==> src/rtl/bir_pkg.sv <==
// bir_pkg: shared types, constants and helpers of the bilinear image resampler
// no dependencies; imported by every rtl module of the block
`default_nettype none

package bir_pkg;

    // sizes
    localparam int MAX_SRC_WIDTH  = 256;
    localparam int MAX_SRC_HEIGHT = 256;
    localparam int OUT_INDEX_BITS = 24;
    localparam int DIM_W          = 9;
    localparam int CELL_W         = DIM_W - 1;
    localparam int ADDR_W         = 16;
    localparam int SAMPLE_W       = 16;
    localparam int OUT_WIDTH_W    = 16;
    localparam int SCALE_W        = 24;
    localparam int FRAC_W         = 16;
    localparam int CFG_DATA_W     = 24;
    localparam int QDEPTH         = 4;
    localparam int QPTR_W         = $clog2(QDEPTH);
    localparam int QCNT_W         = QPTR_W + 1;

    localparam logic [FRAC_W:0] FRAC_ONE   = {1'b1, {FRAC_W{1'b0}}};
    localparam logic [DIM_W-1:0] DIM_MIN   = DIM_W'(2);
    localparam logic [DIM_W-1:0] DIM_MAX_X = DIM_W'(MAX_SRC_WIDTH);
    localparam logic [DIM_W-1:0] DIM_MAX_Y = DIM_W'(MAX_SRC_HEIGHT);

    // register indexes of the configuration port
    typedef enum logic [1:0] {
        CFG_OUT_WIDTH  = 2'd0,
        CFG_SCALE_STEP = 2'd1,
        CFG_SRC_WIDTH  = 2'd2,
        CFG_SRC_HEIGHT = 2'd3
    } cfg_idx_t;

    // item classes
    typedef enum logic {
        KIND_WRITE = 1'b0,
        KIND_READ  = 1'b1
    } kind_t;

    typedef struct packed {
        logic                  op;
        logic [ADDR_W-1:0]     src_addr;
        logic [SAMPLE_W-1:0]   sample;
        logic [23:0]           pixel_index;
    } in_item_t;

    typedef struct packed {
        logic [SAMPLE_W-1:0]   out_value;
        logic [23:0]           out_index;
    } res_item_t;

    typedef struct packed {
        kind_t                     kind;
        logic [ADDR_W-1:0]         addr;
        logic [SAMPLE_W-1:0]       sample;
        logic [OUT_INDEX_BITS-1:0] pix;
    } q_item_t;

    typedef struct packed {
        logic [OUT_WIDTH_W-1:0] out_width;
        logic [SCALE_W-1:0]     scale_step;
        logic [DIM_W-1:0]       src_width;
        logic [DIM_W-1:0]       src_height;
    } cfg_t;

    // queue status toward the front
    typedef struct packed {
        logic full;
        logic empty;
    } q_stat_t;

    // clamp a source dimension to its legal range
    function automatic logic [DIM_W-1:0] clamp_dim(input logic [DIM_W-1:0] v,
                                                   input logic [DIM_W-1:0] hi);
        logic [DIM_W-1:0] r;
        if (v < DIM_MIN)
        begin
            r = DIM_MIN;
        end
        else if (v > hi)
        begin
            r = hi;
        end
        else
        begin
            r = v;
        end
        return r;
    endfunction

endpackage

`default_nettype wire

==> src/rtl/bir_front.sv <==
// bir_front: command intake, item classification and configuration registers
// depends on bir_pkg
`default_nettype none

module bir_front (
    input  wire logic                        clk,
    input  wire logic                        rst_n,
    input  wire logic                        start,
    output logic                             busy,
    input  wire bir_pkg::in_item_t           item,
    input  wire logic                        cfg_valid,
    output logic                             cfg_ready,
    input  wire logic [1:0]                  cfg_index,
    input  wire logic [bir_pkg::CFG_DATA_W-1:0] cfg_data,
    output bir_pkg::cfg_t                    cfg,
    input  wire bir_pkg::q_stat_t            q_stat,
    output logic                             push,
    output bir_pkg::q_item_t                 push_item
);
    import bir_pkg::*;

    logic    front_valid_reg, front_valid_next;
    q_item_t front_item_reg;
    cfg_t    cfg_reg, cfg_next;
    logic    accept;

    // handshake
    assign push      = front_valid_reg && !q_stat.full;
    assign busy      = front_valid_reg && q_stat.full;
    assign accept    = start && !busy;
    assign push_item = front_item_reg;
    assign cfg_ready = 1'b1;
    assign cfg       = cfg_reg;

    // staging register occupancy
    always_comb
    begin
        front_valid_next = front_valid_reg;
        if (accept)
        begin
            front_valid_next = 1'b1;
        end
        else if (push)
        begin
            front_valid_next = 1'b0;
        end
    end

    always_ff @(posedge clk or negedge rst_n)
    begin
        if (!rst_n)
        begin
            front_valid_reg <= 1'b0;
        end
        else
        begin
            front_valid_reg <= front_valid_next;
        end
    end

    // classify and stage the accepted transaction
    always_ff @(posedge clk)
    begin
        if (accept)
        begin
            front_item_reg.kind   <= item.op ? KIND_READ : KIND_WRITE;
            front_item_reg.addr   <= item.src_addr;
            front_item_reg.sample <= item.sample;
            front_item_reg.pix    <= item.pixel_index[OUT_INDEX_BITS-1:0];
        end
    end

    // configuration register writes
    always_comb
    begin
        cfg_next = cfg_reg;
        if (cfg_valid && cfg_ready)
        begin
            case (cfg_idx_t'(cfg_index))
                CFG_OUT_WIDTH:  cfg_next.out_width  = cfg_data[OUT_WIDTH_W-1:0];
                CFG_SCALE_STEP: cfg_next.scale_step = cfg_data[SCALE_W-1:0];
                CFG_SRC_WIDTH:  cfg_next.src_width  = cfg_data[DIM_W-1:0];
                CFG_SRC_HEIGHT: cfg_next.src_height = cfg_data[DIM_W-1:0];
                default:        cfg_next = cfg_reg;
            endcase
        end
    end

    always_ff @(posedge clk or negedge rst_n)
    begin
        if (!rst_n)
        begin
            cfg_reg.out_width  <= OUT_WIDTH_W'(1);
            cfg_reg.scale_step <= SCALE_W'(FRAC_ONE);
            cfg_reg.src_width  <= DIM_MIN;
            cfg_reg.src_height <= DIM_MIN;
        end
        else
        begin
            cfg_reg <= cfg_next;
        end
    end

endmodule

`default_nettype wire

==> config.mk <==
export PLATFORM = sky130hd
export DESIGN_NAME = bir_front
export DESIGN_NICKNAME = d
export VERILOG_FILES = /design/src/rtl/bir_pkg.sv /design/src/rtl/bir_front.sv
export SDC_FILE = /design/constraint.sdc
export NUM_CORES = 1
export LEC_CHECK = 0
export BUFFER_PORTS_ARGS = -buffer_cell sky130_fd_sc_hd__buf_2
export CORE_MARGIN = 2
export CORE_UTILIZATION = 45
export DETAILED_ROUTE_END_ITERATION = 10
export PLACE_DENSITY = 0.88
export SETUP_SLACK_MARGIN = 0.4
export SYNTH_ARGS = -nofsm -noshare
export SYNTH_HDL_FRONTEND = slang
export SYNTH_SLANG_ARGS = --single-unit
export TNS_END_PERCENT = 100
==> constraint.sdc <==
create_clock -name clk -period 4.2 [get_ports clk]
set_input_delay 0.21 -clock clk [delete_from_list [all_inputs] [get_ports clk]]
set_output_delay 0.21 -clock clk [all_outputs]
set_load 0.02 [all_outputs]
==> reports/results.tsv, run 1 <==
stage	metric	value	unit
outcome	status	completed	
route	drc	0	
setup_path	crit_chain	and2_1 > nor2b_4 > buf_4	
worst_hold_path	hp-start	q_stat[1]	
timing	hold_viol	0	
finish	seq_area	3190	µm²
cts	clockBufferDepth	2	
global_route	grt_pass1_wl	18900	µm
synth	ys_seq_elements	116	
setup_path	regToRegStartpoint	front_valid_reg	
placement	pre_cts_ws	2.21	ns
timing	max-slew-margin-rel	37.8	%
placement	io_buffers	204	
timing	layout_setup_ws	2.19	ns
timing	worstMarginPinSlew	0.932	ns
synth	postSynthCellCount	187	
route	drtPass1Iterations	5	
pwr	p_leak	2.95	nW
timing	fin_skew	0.00520	ns
cts	cts-htree-levels	4	
synth	yosysUniqueCellTypes	13	
pwr	powerDensity	516	nW/µm²
route	route.detailed.wl_per_inst	20.9	µm
pwr	seqPwrFrac	42.1	%
setup_path	r2r_end	push_item[26]	
finish	diodes	0	
setup_path	crit_slowest_cell	nor2b_4	
timing	fmax	498	MHz
timing	final-setup-viol-count	0	
synth	synth_area	3950	µm²
synth	synth.area.top_cells	edfxtp_1 (43%), dfrtp_1 (35%), mux2_2 (17%)	
synth	synth_top_area_share	43.4	%
worst_hold_path	hp-class	in -> reg	
die	die_h	97.7	µm
timing	min_period	2.01	ns
global_route	grt_usage	26.6	%
cts	clk_pin_slew	0.06	ns
setup_path	cp_data_required_time	4.35	ns
finish	drive_above_1_share	60.0	%
global_route	antenna_found_initial	0	
finish	synthToLayoutAreaGrowth	64.5	%
timing	setup_tns	0	ns
timing	rsz0062_at_grt	false	
synth	syn_nets	276	
finish	largest_reg_flops	58	
cts	cts_root_buffer	clkbuf_8	
job	maxCapViolations	0	
route	ant_nets	0	
cts	post_cts_buffers	0	
setup_path	critPathLaunchType	flop	
synth	synth_top_area_cell	edfxtp_1	
setup_path	r2r_cells	3	
setup_path	end_kind	flop	
die	design.die.area	9540	µm²
placement	hpwl	7430	µm
route	vias	3080	
synth	ys_warn_count	0	
timing	finalCritPeriodShare	47.8	%
synth	synth-seq-area-share	80.9	%
pwr	combinationalPowerShare	17.9	%
cts	cts_made_buffers	17	
cts	cts_sinks	116	
setup_path	cp_data_arrival_time	2.16	ns
finish	multi_input_area	728	µm²
cts	postCtsResizedCells	0	
pwr	power_frac_clock	40.0	%
setup_path	critical-path-top-delay-family	simple AND/OR/NAND/NOR gates	
die	fp-row-count	34	
setup_path	reg2reg_slack	2.19	ns
setup_path	cp_max_fo	30	
finish	fillers	489	
cts	tritoncts	built	
pwr	switching_share	28.3	%
pwr	p_int	0.00240	W
placement	gp_congestion	0.898	
die	fp.dieW	97.7	µm
finish	final_nets	581	
setup_path	max_stage_delay	0.62	ns
route	drt_wl_total	12800	µm
setup_path	critPathBufInv	1	
pwr	ir_drop	0.299	mV
route	drt-initial-drc-count	150	
synth	syn_avg_cell_area	21.1	µm²
worst_hold_path	hold_path_depth	3	
die	initial_core_util	45.9	%
timing	slew_viol_final	0	
global_route	grt_max_degree	60	
cts	clk_latency	0.49	ns
setup_path	path_class	reg -> reg	
die	core	8590	µm²
global_route	grt_pass1_vias	3338	
route	viasPerCell	5.02	
worst_hold_path	min_to	front_valid_reg	
die	ios	207	
global_route	globalRouteOverflowTotal	0	
pwr	power_switching	0.000948	W
[cell usage in the layout (no fill, tap or decap)]
cell type,n
nor3b_4,1
clkinvlp_4,2
buf_4,3
clkinv_1,1
dlygate4sd3_1,83
inv_6,6
nand3_1,1
nor2b_4,1
dfrtp_1,55
buf_2,204
clkbuf_8,1
clkbuf_16,16
and2_1,1
mux2_2,58
bufinv_16,1
inv_8,1
conb_1,1
clkinv_4,4
edfxtp_1,57
nor2b_1,1
nand3b_1,2
dfstp_2,4
or2_2,1
[through the flow]
stage          hold slack [ns]  total power (W)  instances  utilization [%]  instance area, µm²
6_report                 0.184          0.00335        613             75.6                6490
5_1_grt                  0.164          0.00347        613             75.6                6490
4_1_cts                  0.144          0.00335        613             75.6                6490
3_5_place_dp             0.388          0.00196        498             59.3                5100
3_3_place_gp             0.387          0.00193        498             59.3                5100
2_1_floorplan          -0.0856          0.00172        187                -                3950
[worst max-delay path by stage]
stage          depth (start not counted)            start       endpoint
2_1_floorplan                          2  front_valid_reg   push_item[0]
3_3_place_gp                           3  front_valid_reg  push_item[38]
3_5_place_dp                           3  front_valid_reg  push_item[38]
4_1_cts                                3  front_valid_reg  push_item[26]
5_1_grt                                3  front_valid_reg  push_item[26]
6_report                               3  front_valid_reg  push_item[26]
[cell type report]
type | instances | area share (%)
timing repair buffer | 290 | 28.9
sequential | 116 | 49.2
multi-input combinational | 67 | 11.2
clock inverter | 15 | 2.27
tap | 108 | 2.08
clock buffer | 17 | 6.38
[what timing repair did]
action,in CTS,in global routing
setup endpoints to repair,0,0
endpoints found under the hold margin,170,0
hold buffers,83,0
[Yosys cell counts]
cell type and number:
and2_1 1, conb_1 1, buf_6 1, nor2b_1 2
buf_4 3, nand3b_1 2, dfstp_2 4, dfrtp_1 55
nand3_1 1, nor3b_4 1, or2_2 1, mux2_2 58
edfxtp_1 57
[power groups by stage]
stage	logic, W	registers [W]	clock network, W
3_5_place_dp	0.000531	0.00142	0
5_1_grt	0.000629	0.00143	0.00141
6_report	0.000601	0.00141	0.00134
2_1_floorplan	0.000121	0.00160	0
4_1_cts	0.000594	0.00141	0.00135
3_3_place_gp	0.000514	0.00141	0
[cell families after synthesis]
family	synth area share, %
flops	80.9
other cells	0.0950
buf+inv	0.856
mux	16.5
simple gates	1.62
[worst reg2reg max path: stages (launching register included)]
cell and delay, ns:
dfrtp_1 0.37, and2_1 0.18, nor2b_4 0.62, buf_4 0.49
[routing by layer]
metal | part of all wire (%) | GRT usage, % | vias up | wire [µm]
li1 | - | - | 1309 | -
met5 | 0 | 0 | - | 0
met2 | 53 | 47.3 | 209 | 6770
met1 | 35 | 28.3 | 1527 | 4460
met3 | 8.5 | 9.14 | 35 | 1090
met4 | 3.8 | 12.6 | 0 | 481
Note: power is estimated with default switching activity, not from simulation.
==> inputs of run 2 (changes only) <==
--- a/config.mk
+++ b/config.mk
@@ -7,9 +7,9 @@
 export LEC_CHECK = 0
 export BUFFER_PORTS_ARGS = -buffer_cell sky130_fd_sc_hd__buf_2
 export CORE_MARGIN = 2
-export CORE_UTILIZATION = 45
+export CORE_UTILIZATION = 40
 export DETAILED_ROUTE_END_ITERATION = 10
-export PLACE_DENSITY = 0.88
+export PLACE_DENSITY = 0.83
 export SETUP_SLACK_MARGIN = 0.4
 export SYNTH_ARGS = -nofsm -noshare
 export SYNTH_HDL_FRONTEND = slang
==> constraint.sdc (replaced) <==
create_clock -name clk -period 1.8 [get_ports clk]
set_input_delay 0.09 -clock clk [delete_from_list [all_inputs] [get_ports clk]]
set_output_delay 0.09 -clock clk [all_outputs]
set_load 0.02 [all_outputs]
==> run 2 against run 1 <==
  * Utilization is 7.4 points lower
  * Sequential cell count is the same
  * First-iteration DRC count down 19%
  * Sequential share of layout area decreased by 0.77 points
  * Register-to-register slack worse by 1.7 ns
  * Largest cell class unchanged
  * Clock-buffer cell count rose by 4
  * Critical path depth unchanged
  * Setup slack worse by 1.7 ns
  * Final cell count grew 4.7%
  * Power grew 140%
  * Sequential power is 130% higher
==> reports/results.tsv, run 2 (synthesis gave the netlist of run 1 again) <==
stage	metric	value	unit
timing	setup_tns	0	ns
placement	io_buffers	204	
route	viasPerCell	4.66	
route	ant_nets	0	
finish	largest_reg_flops	58	
cts	clockBufferDepth	2	
setup_path	cp_data_arrival_time	1.44	ns
setup_path	critPathLaunchType	flop	
pwr	p_leak	2.99	nW
cts	cts_sinks	116	
die	core	9680	µm²
global_route	globalRouteOverflowTotal	0	
route	drtPass1Iterations	4	
finish	postLayoutCoreUtil	68.1	%
timing	final-setup-viol-count	0	
route	drt-initial-drc-count	122	
worst_hold_path	hp-class	in -> async	
timing	worstMarginPinSlew	0.550	ns
finish	multi_input_area	731	µm²
finish	diodes	0	
timing	min_period	1.28	ns
placement	dp_cells	526	
route	vias	2994	
timing	fin_skew	0.00976	ns
timing	max-slew-margin-rel	63.2	%
job	maxCapViolations	0	
setup_path	end_kind	flop	
die	design.die.area	10700	µm²
timing	hold_viol	0	
die	initial_core_util	40.8	%
finish	final_common_cell	buf_2	
finish	fillers	657	
cts	cts-htree-levels	4	
setup_path	reg2reg_slack	0.52	ns
route	drt_wl_total	12200	µm
setup_path	cp_data_required_time	1.96	ns
finish	final_cells	642	
pwr	powerDensity	1210	nW/µm²
timing	rsz0062_at_grt	false	
setup_path	cp_max_fo	57	
pwr	ir_drop	0.723	mV
finish	mostFrequentLayoutCells	buf_2 (204), dlygate4sd3_1 (84), mux2_2 (58)	
die	fp-row-count	36	
cts	postCtsResizedCells	0	
die	die_h	103	µm
global_route	grt_pass1_wl	17200	µm
finish	synthToLayoutAreaGrowth	67.1	%
global_route	grt_max_degree	58	
cts	tritoncts	built	
timing	slew_viol_final	0	
outcome	status	completed	
cts	cts_root_buffer	clkbuf_8	
cts	clk_latency	0.50	ns
global_route	grt_usage	22.5	%
global_route	antenna_found_initial	0	
placement	hpwl	7040	µm
finish	seq_area	3190	µm²
finish	drive_above_1_share	59.7	%
die	ios	207	
route	drc	0	
timing	finalCritPeriodShare	71.2	%
placement	gp_congestion	0.837	
cts	cts_made_buffers	17	
timing	fmax	780	MHz
die	fp.dieW	103	µm
finish	final_nets	585	
global_route	grt_pass1_vias	3230	
setup_path	path_class	reg -> reg	
route	route.detailed.wl_per_inst	19.0	µm
cts	clk_pin_slew	0.05	ns
==> run 2: cell count changes in the layout (fill, tap and decap cells not counted), sizes merged <==
cell / previous run / this run
clkbuf: 17 / 21
clkinvlp: 2 / 1
inv: 7 / 0
buf: 207 / 210
bufinv: 1 / 3
clkinv: 5 / 7
dlygate4sd3: 83 / 84
==> run 2: final cells by class <==
type | instances | area share (%)
multi-input cells | 67 | 11.1
clock buffers | 21 | 6.66
repair buffers | 294 | 29.3
flip-flops and latches | 116 | 48.4
well taps | 133 | 2.52
clock inverters | 11 | 2.05
==> run 2: repair_timing <==
item | 4_1_cts | 5_1_grt
endpoints found under the hold margin | 138 | 0
hold buffers | 84 | 0
setup buffers | 0 | 0
==> run 2: path summary, 6_finish.rpt <==
check / start / endpoint / depth (start not counted)
worst max-delay path: front_valid_reg / push_item[18] / 3
worst min-delay path: rst_n / cfg[28] / 2
worst max register to register: front_valid_reg / push_item[18] / 3
worst min register to register: cfg[32] / cfg[32] / 1
max in group asynchronous: rst_n / cfg[10] / 3
min in group clk: cfg_index[0] / cfg[45] / 4
==> run 2: stage by stage <==
stage / hold slack [ns] / worst slack [ns] / total power, W / cell area, µm²
2_1_floorplan: -0.206 / 0.00146 / 0.00402 / 3960
3_3_place_gp: 0.103 / 0.556 / 0.00452 / 5180
3_5_place_dp: 0.115 / 0.538 / 0.00457 / 5180
4_1_cts: 0.115 / 0.497 / 0.00796 / 6600
5_1_grt: 0.139 / 0.450 / 0.00828 / 6600
6_report: 0.121 / 0.518 / 0.00795 / 6600
==> run 2: power by group <==
part           total [W]  internal (W)  switching, W
sequential       0.00330       0.00314      0.000155
combinational    0.00140      0.000613      0.000791
clock            0.00325       0.00213       0.00112
total            0.00795       0.00588       0.00207
==> run 2: layer usage <==
metal / track usage, % / part of all wire [%] / vias up
met5: 0 / 0 / -
met4: 10.6 / 2.8 / 0
met3: 7.80 / 8.3 / 24
met2: 38.0 / 50 / 171
met1: 25.8 / 39 / 1480
li1: - / - / 1319
==> run 2: worst max-delay path, stage by stage, from the launching register on <==
cell,delay [ns]
dfrtp_1,0.37
and2_4,0.15
nor2b_4,0.12
buf_12,0.29
