--- config.mk ---
export PLATFORM = sky130hd
export DESIGN_NAME = bir_queue
export DESIGN_NICKNAME = d
export VERILOG_FILES = /design/src/rtl/bir_pkg.sv /design/src/rtl/bir_queue.sv
export SDC_FILE = /design/constraint.sdc
export NUM_CORES = 1
export LEC_CHECK = 0
export BUFFER_PORTS_ARGS = -buffer_cell sky130_fd_sc_hd__buf_2
export CORE_ASPECT_RATIO = 0.7
export CORE_MARGIN = 2
export CORE_UTILIZATION = 50
export DETAILED_ROUTE_END_ITERATION = 10
export GPL_TIMING_DRIVEN = 0
export PLACE_DENSITY_LB_ADDON = 0.05
export SYNTH_ARGS = -nofsm -noshare
export SYNTH_HDL_FRONTEND = slang
export SYNTH_SLANG_ARGS = --single-unit
--- constraint.sdc ---
create_clock -name clk -period 3.3 [get_ports clk]
set_input_delay 0.66 -clock clk [delete_from_list [all_inputs] [get_ports clk]]
set_output_delay 0.66 -clock clk [all_outputs]
set_load 0.01 [all_outputs]
--- src/rtl/bir_pkg.sv ---
// bir_pkg: shared types, constants and helpers of the bilinear image resampler
// no dependencies; imported by every rtl module of the block
`default_nettype none

package bir_pkg;

    // sizes
    localparam int MAX_SRC_WIDTH  = 256;
    localparam int MAX_SRC_HEIGHT = 256;
    localparam int OUT_INDEX_BITS = 24;
    localparam int DIM_W          = 9;
    localparam int CELL_W         = DIM_W - 1;
    localparam int ADDR_W         = 16;
    localparam int SAMPLE_W       = 16;
    localparam int OUT_WIDTH_W    = 16;
    localparam int SCALE_W        = 24;
    localparam int FRAC_W         = 16;
    localparam int CFG_DATA_W     = 24;
    localparam int QDEPTH         = 4;
    localparam int QPTR_W         = $clog2(QDEPTH);
    localparam int QCNT_W         = QPTR_W + 1;

    localparam logic [FRAC_W:0] FRAC_ONE   = {1'b1, {FRAC_W{1'b0}}};
    localparam logic [DIM_W-1:0] DIM_MIN   = DIM_W'(2);
    localparam logic [DIM_W-1:0] DIM_MAX_X = DIM_W'(MAX_SRC_WIDTH);
    localparam logic [DIM_W-1:0] DIM_MAX_Y = DIM_W'(MAX_SRC_HEIGHT);

    // register indexes of the configuration port
    typedef enum logic [1:0] {
        CFG_OUT_WIDTH  = 2'd0,
        CFG_SCALE_STEP = 2'd1,
        CFG_SRC_WIDTH  = 2'd2,
        CFG_SRC_HEIGHT = 2'd3
    } cfg_idx_t;

    // item classes
    typedef enum logic {
        KIND_WRITE = 1'b0,
        KIND_READ  = 1'b1
    } kind_t;

    typedef struct packed {
        logic                  op;
        logic [ADDR_W-1:0]     src_addr;
        logic [SAMPLE_W-1:0]   sample;
        logic [23:0]           pixel_index;
    } in_item_t;

    typedef struct packed {
        logic [SAMPLE_W-1:0]   out_value;
        logic [23:0]           out_index;
    } res_item_t;

    typedef struct packed {
        kind_t                     kind;
        logic [ADDR_W-1:0]         addr;
        logic [SAMPLE_W-1:0]       sample;
        logic [OUT_INDEX_BITS-1:0] pix;
    } q_item_t;

    typedef struct packed {
        logic [OUT_WIDTH_W-1:0] out_width;
        logic [SCALE_W-1:0]     scale_step;
        logic [DIM_W-1:0]       src_width;
        logic [DIM_W-1:0]       src_height;
    } cfg_t;

    // queue status toward the front
    typedef struct packed {
        logic full;
        logic empty;
    } q_stat_t;

    // clamp a source dimension to its legal range
    function automatic logic [DIM_W-1:0] clamp_dim(input logic [DIM_W-1:0] v,
                                                   input logic [DIM_W-1:0] hi);
        logic [DIM_W-1:0] r;
        if (v < DIM_MIN)
        begin
            r = DIM_MIN;
        end
        else if (v > hi)
        begin
            r = hi;
        end
        else
        begin
            r = v;
        end
        return r;
    endfunction

endpackage

`default_nettype wire

--- src/rtl/bir_queue.sv ---
// bir_queue: short in-order queue between the front and the back
// depends on bir_pkg
`default_nettype none

module bir_queue (
    input  wire logic              clk,
    input  wire logic              rst_n,
    input  wire logic              push,
    input  wire bir_pkg::q_item_t  push_item,
    output bir_pkg::q_stat_t       q_stat,
    input  wire logic              pop,
    output logic                   head_valid,
    output bir_pkg::q_item_t       head_item
);
    import bir_pkg::*;

    q_item_t             q_mem_reg [QDEPTH];
    logic [QPTR_W-1:0]   wr_ptr_reg, wr_ptr_next;
    logic [QPTR_W-1:0]   rd_ptr_reg, rd_ptr_next;
    logic [QCNT_W-1:0]   cnt_reg, cnt_next;
    logic                do_pop;

    assign q_stat.full  = (cnt_reg == QCNT_W'(QDEPTH));
    assign q_stat.empty = (cnt_reg == '0);
    assign head_valid   = !q_stat.empty;
    assign head_item    = q_mem_reg[rd_ptr_reg];
    assign do_pop       = pop && head_valid;

    // pointers and fill count
    always_comb
    begin
        wr_ptr_next = push ? wr_ptr_reg + 1'b1 : wr_ptr_reg;
        rd_ptr_next = do_pop ? rd_ptr_reg + 1'b1 : rd_ptr_reg;
        cnt_next    = cnt_reg + QCNT_W'(push) - QCNT_W'(do_pop);
    end

    always_ff @(posedge clk or negedge rst_n)
    begin
        if (!rst_n)
        begin
            wr_ptr_reg <= '0;
            rd_ptr_reg <= '0;
            cnt_reg    <= '0;
        end
        else
        begin
            wr_ptr_reg <= wr_ptr_next;
            rd_ptr_reg <= rd_ptr_next;
            cnt_reg    <= cnt_next;
        end
    end

    // entry storage
    always_ff @(posedge clk)
    begin
        if (push)
        begin
            q_mem_reg[wr_ptr_reg] <= push_item;
        end
    end

`ifndef ASSERT_OFF
    a_cnt_bound: assert property (@(posedge clk) disable iff (!rst_n)
        cnt_reg <= QCNT_W'(QDEPTH))
        else $error("queue count above depth");
    a_no_overflow: assert property (@(posedge clk) disable iff (!rst_n)
        q_stat.full |-> !push)
        else $error("push into full queue");
    a_cnt_track: assert property (@(posedge clk) disable iff (!rst_n)
        ##1 cnt_reg == $past(cnt_reg) + QCNT_W'($past(push)) - QCNT_W'($past(do_pop)))
        else $error("queue count out of step with transactions");
    a_ptr_gap: assert property (@(posedge clk) disable iff (!rst_n)
        QPTR_W'(cnt_reg) == QPTR_W'(wr_ptr_reg - rd_ptr_reg))
        else $error("queue pointers disagree with count");
`endif

endmodule

`default_nettype wire

==> results.sh, run 1 <==
export IMPL_outcome="finished, final reports clean"
export IMPL_yosys_warnings=0
export IMPL_power_density_nw_per_um2=883
export IMPL_vias=3811
export IMPL_route_detailed_drc=0
export IMPL_largest_reg_flops=228
export IMPL_setup_tns_ps=0
export IMPL_dp_hpwl_um=9170
export IMPL_crit_type="flop to output port"
export IMPL_core_area_um2=17100
export IMPL_path_max_fanout=10
export IMPL_first_pass_iters=4
export IMPL_syn_nets=403
export IMPL_pwr_share_comb_pct=30.4
export IMPL_regToRegStartpoint="cnt_reg[1]"
export IMPL_slowest_stage="dfrtp_1"
export IMPL_synth_area_um2=8650
export IMPL_gp_congestion=0.702
export IMPL_required_ps=2640
export IMPL_fmax_mhz=364
export IMPL_seqPwrFrac_pct=44.5
export IMPL_crit_chain="buf_2 > buf_2 > mux4_2 > buf_2"
export IMPL_power_switching_share_pct=27.9
export IMPL_holdCritPathClass="input port to flop"
export IMPL_p_int_mw=6.56
export IMPL_path_clk_slew_ps=60
export IMPL_cp_arrival_ps=2080
export IMPL_die_h_um=114
export IMPL_fp_dieW_um=161
export IMPL_cap_violations=0
export IMPL_rr_endpoint="cnt_reg[2]"
export IMPL_final_antenna_net_count=0
export IMPL_power_switching_mw=2.54
export IMPL_placement_io_buffers=120
export IMPL_crit_start="rd_ptr_reg[1]"
export IMPL_cts_tree="done"
export IMPL_vdd_drop_max_mv=0.411
export IMPL_crit_path_start_kind="flop"
export IMPL_wl_um=14800
export IMPL_area_delta_synth_final_pct=19.2
export IMPL_clk_latency_ps=490
export IMPL_cts_setup_buffers=0
export IMPL_cts_buffer_depth=3
export IMPL_worst_path_buf_inv=3
export IMPL_yosysSeqAreaShare_pct=81.2
export IMPL_drtIter0Drc=274
export IMPL_clock_sinks=235
export IMPL_path_delay_family="buffers and inverters"
export IMPL_synthCells=335
export IMPL_dpl_cell_area_um2=9650
export IMPL_final_common_cell="edfxtp_1"
export IMPL_timing_final_crit_share_pct=83.2
export IMPL_netlist_top_cell_by_area="edfxtp_1"
export IMPL_fin_worst_skew_ps=14.9
export IMPL_holdPathEnd="q_mem_reg[3][9]"
export IMPL_yosysTopAreaCellShare_pct=79.2
export IMPL_pwr_share_clk_pct=25.2
export IMPL_reg2reg_depth=9
export IMPL_antenna_cells=0
export IMPL_synth_seq_cells=235
export IMPL_synthTopCellsByArea="edfxtp_1, mux4_2, dfrtp_1"
export IMPL_cts_resized_gates=0
export IMPL_maxSlewHeadroom_pct=53.1
export IMPL_wl_per_cell_um=20.3
export IMPL_grt_max_degree=43
export IMPL_grt_overflow_total=0
export IMPL_finalSetupViolCount=0
export IMPL_final_nets=552
export IMPL_vias_per_cell=5.24
export IMPL_crit_top_cell="buf_2"
export IMPL_maxSlewViolCount=0
export IMPL_drive_gt1_share_pct=44.2
export IMPL_final_area_um2=10300
export IMPL_grt_usage_pct=16.6
export IMPL_synth_area_per_cell_um2=25.8
export IMPL_cts_buffers=22
export IMPL_fillers=1242
export IMPL_layout_common_cells="edfxtp_1, buf_2, mux4_2"
export IMPL_grt_pass1_wl_um=22700
export IMPL_reg2reg_slack_ps=1080
export IMPL_whs_path_depth=1
export IMPL_worstMarginPinSlew_ps=704
export IMPL_period_needed_ps=2740
export IMPL_ios=121
export IMPL_htree_levels=1
export IMPL_hold_viol=0
export IMPL_root_buffer="clkbuf_16"
export IMPL_die_area_um2=18400
export IMPL_holdCritStartpoint="push_item[9]"
export IMPL_synthDistinctLibCells=20
export IMPL_power_leakage_nw=3.57
export IMPL_slowest_delay_ps=410
export IMPL_grt_pass1_vias=4059
export IMPL_initial_core_util_pct=50.7
export IMPL_rows=40
export IMPL_rsz0062_at_grt="false"
export IMPL_crit_path_end_kind="output port"
export IMPL_antenna_found_initial=2
-- power groups by stage --
stage	combinational (mW)	clock, mW	sequential [mW]
finish	2.76	2.29	4.05
detailed placement	2.85	0	4.12
CTS	2.85	2.37	4.05
global placement	2.74	0	4.15
floorplan	1.81	0	4.09
global route	3.01	2.48	4.10
-- metrics by stage --
stage	utilization, %	hold WS [ps]	power [mW]	std cells	setup WS (ps)
3_5_place_dp	56.5	505	6.96	690	1050
5_1_grt	60.4	368	9.58	727	444
6_report	60.4	380	9.10	727	555
2_1_floorplan	-	364	5.90	335	869
3_3_place_gp	55.9	505	6.88	686	-479
4_1_cts	60.4	359	9.27	727	518
-- logic make-up after synthesis --
family | after synthesis | share of synthesized area, %
xor gates and xnor gates | 5 | 0.506
AOI/OAI and AO/OA | 3 | 0.246
DFF | 235 | 81.2
muxes | 57 | 14.8
adders and majority gates | 7 | 1.10
buffers and inverters | 21 | 1.59
and+or+nand+nor | 7 | 0.492
-- synthesized netlist by cell type --
| library cell | instances |
|---|---|
| o31ai_1 | 1 |
| buf_12 | 2 |
| fa_1 | 1 |
| buf_4 | 4 |
| o21ai_0 | 1 |
| and2_1 | 4 |
| buf_1 | 3 |
| xnor2_1 | 4 |
| buf_6 | 1 |
| mux4_2 | 57 |
| nand2_1 | 1 |
| or3_1 | 1 |
| xor2_1 | 1 |
| buf_2 | 3 |
| inv_1 | 8 |
| nor3b_1 | 1 |
| o311ai_0 | 1 |
| ha_1 | 6 |
| edfxtp_1 | 228 |
| dfrtp_1 | 7 |
-- worst reg2reg max path, cell delays in order (launching register included) --
cell and delay (ps):
dfrtp_1 450, o31ai_1 400, inv_1 90, ha_1 270, inv_1 50, ha_1 120, inv_1 50, fa_1 370
xnor2_1 190, xnor2_1 140
-- layout make-up --
type / count / area (µm²) / area share (%)
timing repair buffer: 125 / 713 / 6.92
inverter: 8 / 30.0 / 0.291
sequential: 235 / 7020 / 68.1
clock inverter: 7 / 52.6 / 0.510
tap: 231 / 289 / 2.80
multi-input combinational: 79 / 1500 / 14.5
buffer: 13 / 108 / 1.04
clock buffer: 29 / 598 / 5.80
-- timing repair --
action / in CTS / in global routing
setup endpoints to repair: 0 / 0
hold buffers: 1 / 0
hold endpoints to repair: 7 / 0
-- how the worst max path moves through the flow --
| stage | end | slack, ps | depth (start not counted) |
|---|---|---|---|
| after global placement | q_mem_reg[3][29] | -480 | 2 |
| after floorplan | q_mem_reg[0][0] | 870 | 1 |
| final | head_item[32] | 560 | 4 |
| after detailed placement | head_item[32] | 1050 | 4 |
| after CTS | head_item[32] | 520 | 4 |
| after global routing | head_item[38] | 440 | 4 |
-- metal layers --
metal  GRT usage [%]  part of all wire [%]  vias to the layer above  routed length, µm
met5               0                  0.17                        -                 25
met4            3.75                   1.6                        4                230
met3            4.40                   5.6                       23                823
met2            26.6                    47                       89               6880
met1            23.6                    46                     1970               6800
li1                -                     -                     1725                  -
Note: power is estimated with default switching activity, not from simulation.
==> run 2: changes to the inputs <==
==> constraint.sdc (replaced) <==
create_clock -name clk -period 2.7 [get_ports clk]
set_input_delay 0.54 -clock clk [delete_from_list [all_inputs] [get_ports clk]]
set_output_delay 0.54 -clock clk [all_outputs]
set_load 0.01 [all_outputs]
==> run 2 against run 1 <==
Count of clock-buffer cells in the layout is the same. Wire length is essentially flat. Flip-flop and latch count stayed put.
==> results.sh, run 2 (synthesis gave the netlist of run 1 again) <==
export IMPL_initial_core_util_pct=50.7
export IMPL_first_pass_iters=4
export IMPL_largest_reg_flops=228
export IMPL_placement_io_buffers=120
export IMPL_cp_arrival_ps=2040
export IMPL_fmax_mhz=388
export IMPL_final_antenna_net_count=0
export IMPL_maxSlewHeadroom_pct=53.3
export IMPL_crit_chain="buf_1 > mux4_2 > buf_2"
export IMPL_wl_per_cell_um=20.3
export IMPL_dp_hpwl_um=9170
export IMPL_drive_gt1_share_pct=44.4
export IMPL_clock_sinks=235
export IMPL_antenna_found_initial=2
export IMPL_power_density_nw_per_um2=1080
export IMPL_vdd_drop_max_mv=0.502
export IMPL_cts_buffers=22
export IMPL_cap_violations=0
export IMPL_setup_tns_ps=0
export IMPL_whs_ps=260
export IMPL_outcome="finished, final reports clean"
export IMPL_final_common_cell="edfxtp_1"
export IMPL_route_detailed_drc=0
export IMPL_path_clk_slew_ps=60
export IMPL_slowest_delay_ps=560
export IMPL_vias_per_cell=5.25
export IMPL_fin_ws_ps=122
export IMPL_crit_type="flop to output port"
export IMPL_drtIter0Drc=283
export IMPL_die_h_um=114
export IMPL_grt_overflow_total=0
export IMPL_antenna_cells=0
export IMPL_cts_buffer_depth=3
export IMPL_final_area_um2=10300
export IMPL_maxSlewViolCount=0
export IMPL_rsz0062_at_grt="false"
export IMPL_grt_pass1_vias=4059
export IMPL_dpl_cell_area_um2=9650
export IMPL_final_nets=552
export IMPL_required_ps=2160
export IMPL_utilization_pct=60.4
export IMPL_cts_tree="done"
export IMPL_grt_pass1_wl_um=22700
export IMPL_crit_path_start_kind="flop"
export IMPL_layout_common_cells="edfxtp_1, buf_2, mux4_2"
export IMPL_rows=40
export IMPL_fin_worst_skew_ps=15.2
export IMPL_power_leakage_nw=3.57
export IMPL_gp_congestion=0.702
export IMPL_vias=3815
export IMPL_htree_levels=1
export IMPL_core_area_um2=17100
export IMPL_wl_um=14800
export IMPL_slowest_stage="buf_1"
export IMPL_grt_max_degree=43
export IMPL_ios=121
export IMPL_final_cells=727
export IMPL_die_area_um2=18400
export IMPL_period_needed_ps=2580
export IMPL_path_max_fanout=10
export IMPL_finalSetupViolCount=0
export IMPL_area_delta_synth_final_pct=19.3
export IMPL_pre_cts_slack_ps=509
export IMPL_fp_dieW_um=161
export IMPL_dp_cells=690
export IMPL_root_buffer="clkbuf_16"
export IMPL_worst_path_buf_inv=2
export IMPL_hold_viol=0
export IMPL_cts_setup_buffers=0
export IMPL_holdCritPathClass="input port to flop"
export IMPL_power_mw=11.1
export IMPL_clk_latency_ps=490
export IMPL_timing_final_crit_share_pct=95.5
export IMPL_path_delay_family="buffers and inverters"
export IMPL_fillers=1240
export IMPL_crit_path_end_kind="output port"
export IMPL_worstMarginPinSlew_ps=700
export IMPL_grt_usage_pct=16.6
-- run 2: changes by cell type in the layout (fill, tap and decap cells not counted) --
cell / previous run / this run
clkbuf_4: 0 / 2
buf_2: 123 / 121
buf_1: 3 / 2
clkbuf_2: 0 / 1
-- run 2: final cells by class --
| class | instances | area, µm² | area share [%] |
|---|---|---|---|
| clock buffers | 29 | 598 | 5.80 |
| plain buffers | 13 | 114 | 1.10 |
| clock inverters | 7 | 52.6 | 0.509 |
| flip-flops and latches | 235 | 7020 | 68.1 |
| repair buffers | 125 | 713 | 6.91 |
| inverters | 8 | 30.0 | 0.291 |
| well taps | 231 | 289 | 2.80 |
| multi-input cells | 79 | 1500 | 14.5 |
-- run 2: repair_timing --
action / CTS / global route
endpoints found under the setup margin: 0 / 19
hold buffers: 1 / 0
hold endpoints to repair: 7 / 0
resized for setup: 0 / 3
-- run 2: final timing paths --
path / from / endpoint / slack [ps] / cells after the start
min in group asynchronous: rst_n / wr_ptr_reg[0] / 420 / 2
worst max register to register: cnt_reg[1] / cnt_reg[2] / 480 / 9
worst min register to register: wr_ptr_reg[0] / wr_ptr_reg[0] / 540 / 1
worst max-delay path: rd_ptr_reg[1] / head_item[13] / 120 / 3
max in group asynchronous: rst_n / rd_ptr_reg[0] / 2120 / 2
worst min-delay path: push_item[9] / q_mem_reg[3][9] / 260 / 1
-- run 2: report_power, final --
group	switching (mW)	internal, mW	leakage [nW]	total (mW)
Sequential	0.173	4.77	2.18	4.95
Combinational	1.76	1.62	1.08	3.39
Clock	1.17	1.64	0.314	2.80
-- run 2: per-layer routing --
metal  global-route usage [%]  share of wire, %  vias to the layer above
met2                     26.6                46                       89
met3                     4.40               5.6                       23
met4                     3.75               1.6                        4
met5                        0              0.17                        -
li1                         -                 -                     1726
met1                     23.6                46                     1973
==> run 3: changes to the inputs <==
--- a/config.mk
+++ b/config.mk
@@ -9,6 +9,7 @@
 export CORE_ASPECT_RATIO = 0.7
 export CORE_MARGIN = 2
 export CORE_UTILIZATION = 50
+export CTS_CLUSTER_SIZE = 28
 export DETAILED_ROUTE_END_ITERATION = 10
 export GPL_TIMING_DRIVEN = 0
 export PLACE_DENSITY_LB_ADDON = 0.05
==> constraint.sdc (replaced) <==
create_clock -name clk -period 2.5 [get_ports clk]
set_input_delay 0.5 -clock clk [delete_from_list [all_inputs] [get_ports clk]]
set_output_delay 0.5 -clock clk [all_outputs]
set_load 0.01 [all_outputs]
==> run 3 against run 2 <==
Clock power increased by 8.2%. Power grew 8.4%. Largest cell class unchanged. Critical path depth grew 1. Largest power group unchanged. Sequential power rose by 7.9%. Sequential share of layout area fell by 0.21 points. Global-route usage about the same. Count of clock-buffer cells in the layout unchanged. Die area unchanged.
==> results.sh, run 3 (synthesis gave the netlist of run 1 again) <==
export IMPL_drtIter0Drc=278
export IMPL_outcome="finished, final reports clean"
export IMPL_crit_path_start_kind="flop"
export IMPL_grt_overflow_total=0
export IMPL_clk_latency_ps=490
export IMPL_final_cells=729
export IMPL_maxSlewViolCount=0
export IMPL_fmax_mhz=415
export IMPL_setup_tns_ps=0
export IMPL_first_pass_iters=4
export IMPL_period_needed_ps=2410
export IMPL_grt_pass1_vias=4063
export IMPL_drive_gt1_share_pct=45.0
export IMPL_path_max_fanout=10
export IMPL_die_h_um=114
export IMPL_wl_um=14800
export IMPL_holdCritPathClass="input port to flop"
export IMPL_fp_dieW_um=161
export IMPL_maxSlewHeadroom_pct=73.3
export IMPL_antenna_cells=0
export IMPL_gp_congestion=0.702
export IMPL_cts_buffers=22
export IMPL_route_detailed_drc=0
export IMPL_worstMarginPinSlew_ps=395
export IMPL_clock_sinks=235
export IMPL_path_clk_slew_ps=60
export IMPL_final_area_um2=10300
export IMPL_dp_cells=690
export IMPL_crit_type="flop to output port"
export IMPL_finalSetupViolCount=0
export IMPL_rows=40
export IMPL_vias=3817
export IMPL_crit_path_end_kind="output port"
export IMPL_cts_tree="done"
export IMPL_grt_max_degree=43
export IMPL_final_nets=554
export IMPL_vdd_drop_max_mv=0.548
export IMPL_htree_levels=1
export IMPL_largest_reg_flops=228
export IMPL_required_ps=2000
export IMPL_timing_final_crit_share_pct=96.4
export IMPL_power_mw=12.1
export IMPL_dp_hpwl_um=9170
export IMPL_dpl_cell_area_um2=9650
export IMPL_grt_usage_pct=16.7
export IMPL_fin_worst_skew_ps=14.0
export IMPL_regToRegStartpoint="cnt_reg[1]"
export IMPL_core_area_um2=17100
export IMPL_cts_buffer_depth=3
export IMPL_whs_path_depth=1
export IMPL_antenna_found_initial=2
export IMPL_wl_per_cell_um=20.2
export IMPL_layout_common_cells="edfxtp_1, buf_2, mux4_2"
export IMPL_root_buffer="clkbuf_16"
export IMPL_rr_endpoint="cnt_reg[2]"
export IMPL_vias_per_cell=5.24
export IMPL_cp_arrival_ps=1910
export IMPL_placement_io_buffers=120
export IMPL_final_antenna_net_count=0
export IMPL_hold_viol=0
export IMPL_rsz0062_at_grt="true"
export IMPL_power_leakage_nw=3.60
export IMPL_cap_violations=0
export IMPL_die_area_um2=18400
export IMPL_grt_pass1_wl_um=22700
export IMPL_reg2reg_depth=9
export IMPL_holdCritStartpoint="push_item[9]"
export IMPL_final_common_cell="edfxtp_1"
export IMPL_ios=121
export IMPL_power_density_nw_per_um2=1170
export IMPL_area_delta_synth_final_pct=19.7
export IMPL_holdPathEnd="q_mem_reg[3][9]"
export IMPL_reg2reg_slack_ps=290
export IMPL_initial_core_util_pct=50.7
-- run 3: cell types whose count changed in the layout (fill, tap and decap cells not counted), sizes merged --
| cell | previous run | this run |
|---|---|---|
| buf | 134 | 139 |
| clkbuf | 32 | 29 |
-- run 3: worst max path at each step --
stage | start | end | slack [ps]
after floorplan | wr_ptr_reg[0] | q_mem_reg[2][0] | 110
after global placement | push | q_mem_reg[3][29] | -1120
after detailed placement | cnt_reg[1] | cnt_reg[2] | 310
after CTS | rd_ptr_reg[0] | head_item[13] | 30
after global routing | rd_ptr_reg[0] | head_item[13] | -5
final | rd_ptr_reg[0] | head_item[13] | 90
-- run 3: metal layers --
layer / vias up / routed length [µm] / global-route usage [%]
met2: 101 / 6960 / 26.7
met1: 1960 / 6640 / 23.6
met3: 23 / 909 / 4.40
met5: - / 25 / 0
li1: 1729 / - / -
met4: 4 / 230 / 3.75
-- run 3: worst max-delay path, stage by stage (launching register included) --
cell and delay (ps):
dfrtp_1 340, buf_6 130, buf_4 250, mux4_2 540, buf_2 160
-- run 3: repair_timing --
| item | CTS | global route |
|---|---|---|
| pin swaps | 0 | 0 |
| endpoints found under the setup margin | 47 | 5 |
| hold buffers | 1 | 0 |
| buffers inserted | 2 | 0 |
| gates resized for setup | 6 | 0 |
| endpoints found under the hold margin | 7 | 0 |
-- run 3: metrics by stage --
step,hold slack [ps],utilization [%],setup slack (ps)
floorplan,204,-,110
global placement,345,55.9,-1120
detailed placement,345,56.5,309
CTS,199,60.6,33.3
global route,208,60.6,-5.00
finish,222,60.6,90.2
-- run 3: where the power goes --
| group | leakage (nW) | internal, mW | total (mW) | switching (mW) |
|---|---|---|---|---|
| Sequential | 2.18 | 5.15 | 5.34 | 0.188 |
| Combinational | 1.11 | 1.80 | 3.71 | 1.90 |
| Clock | 0.314 | 1.77 | 3.03 | 1.26 |
| Total | 3.60 | 8.72 | 12.1 | 3.35 |
-- run 3: layout make-up --
| type | instances | area, µm² |
|---|---|---|
| inverter | 8 | 30.0 |
| buffer | 13 | 119 |
| clock inverter | 7 | 52.6 |
| clock buffer | 29 | 598 |
| tap | 231 | 289 |
| fill | 1237 | 6720 |
| sequential | 235 | 7020 |
| timing repair buffer | 127 | 741 |
| multi-input combinational | 79 | 1500 |
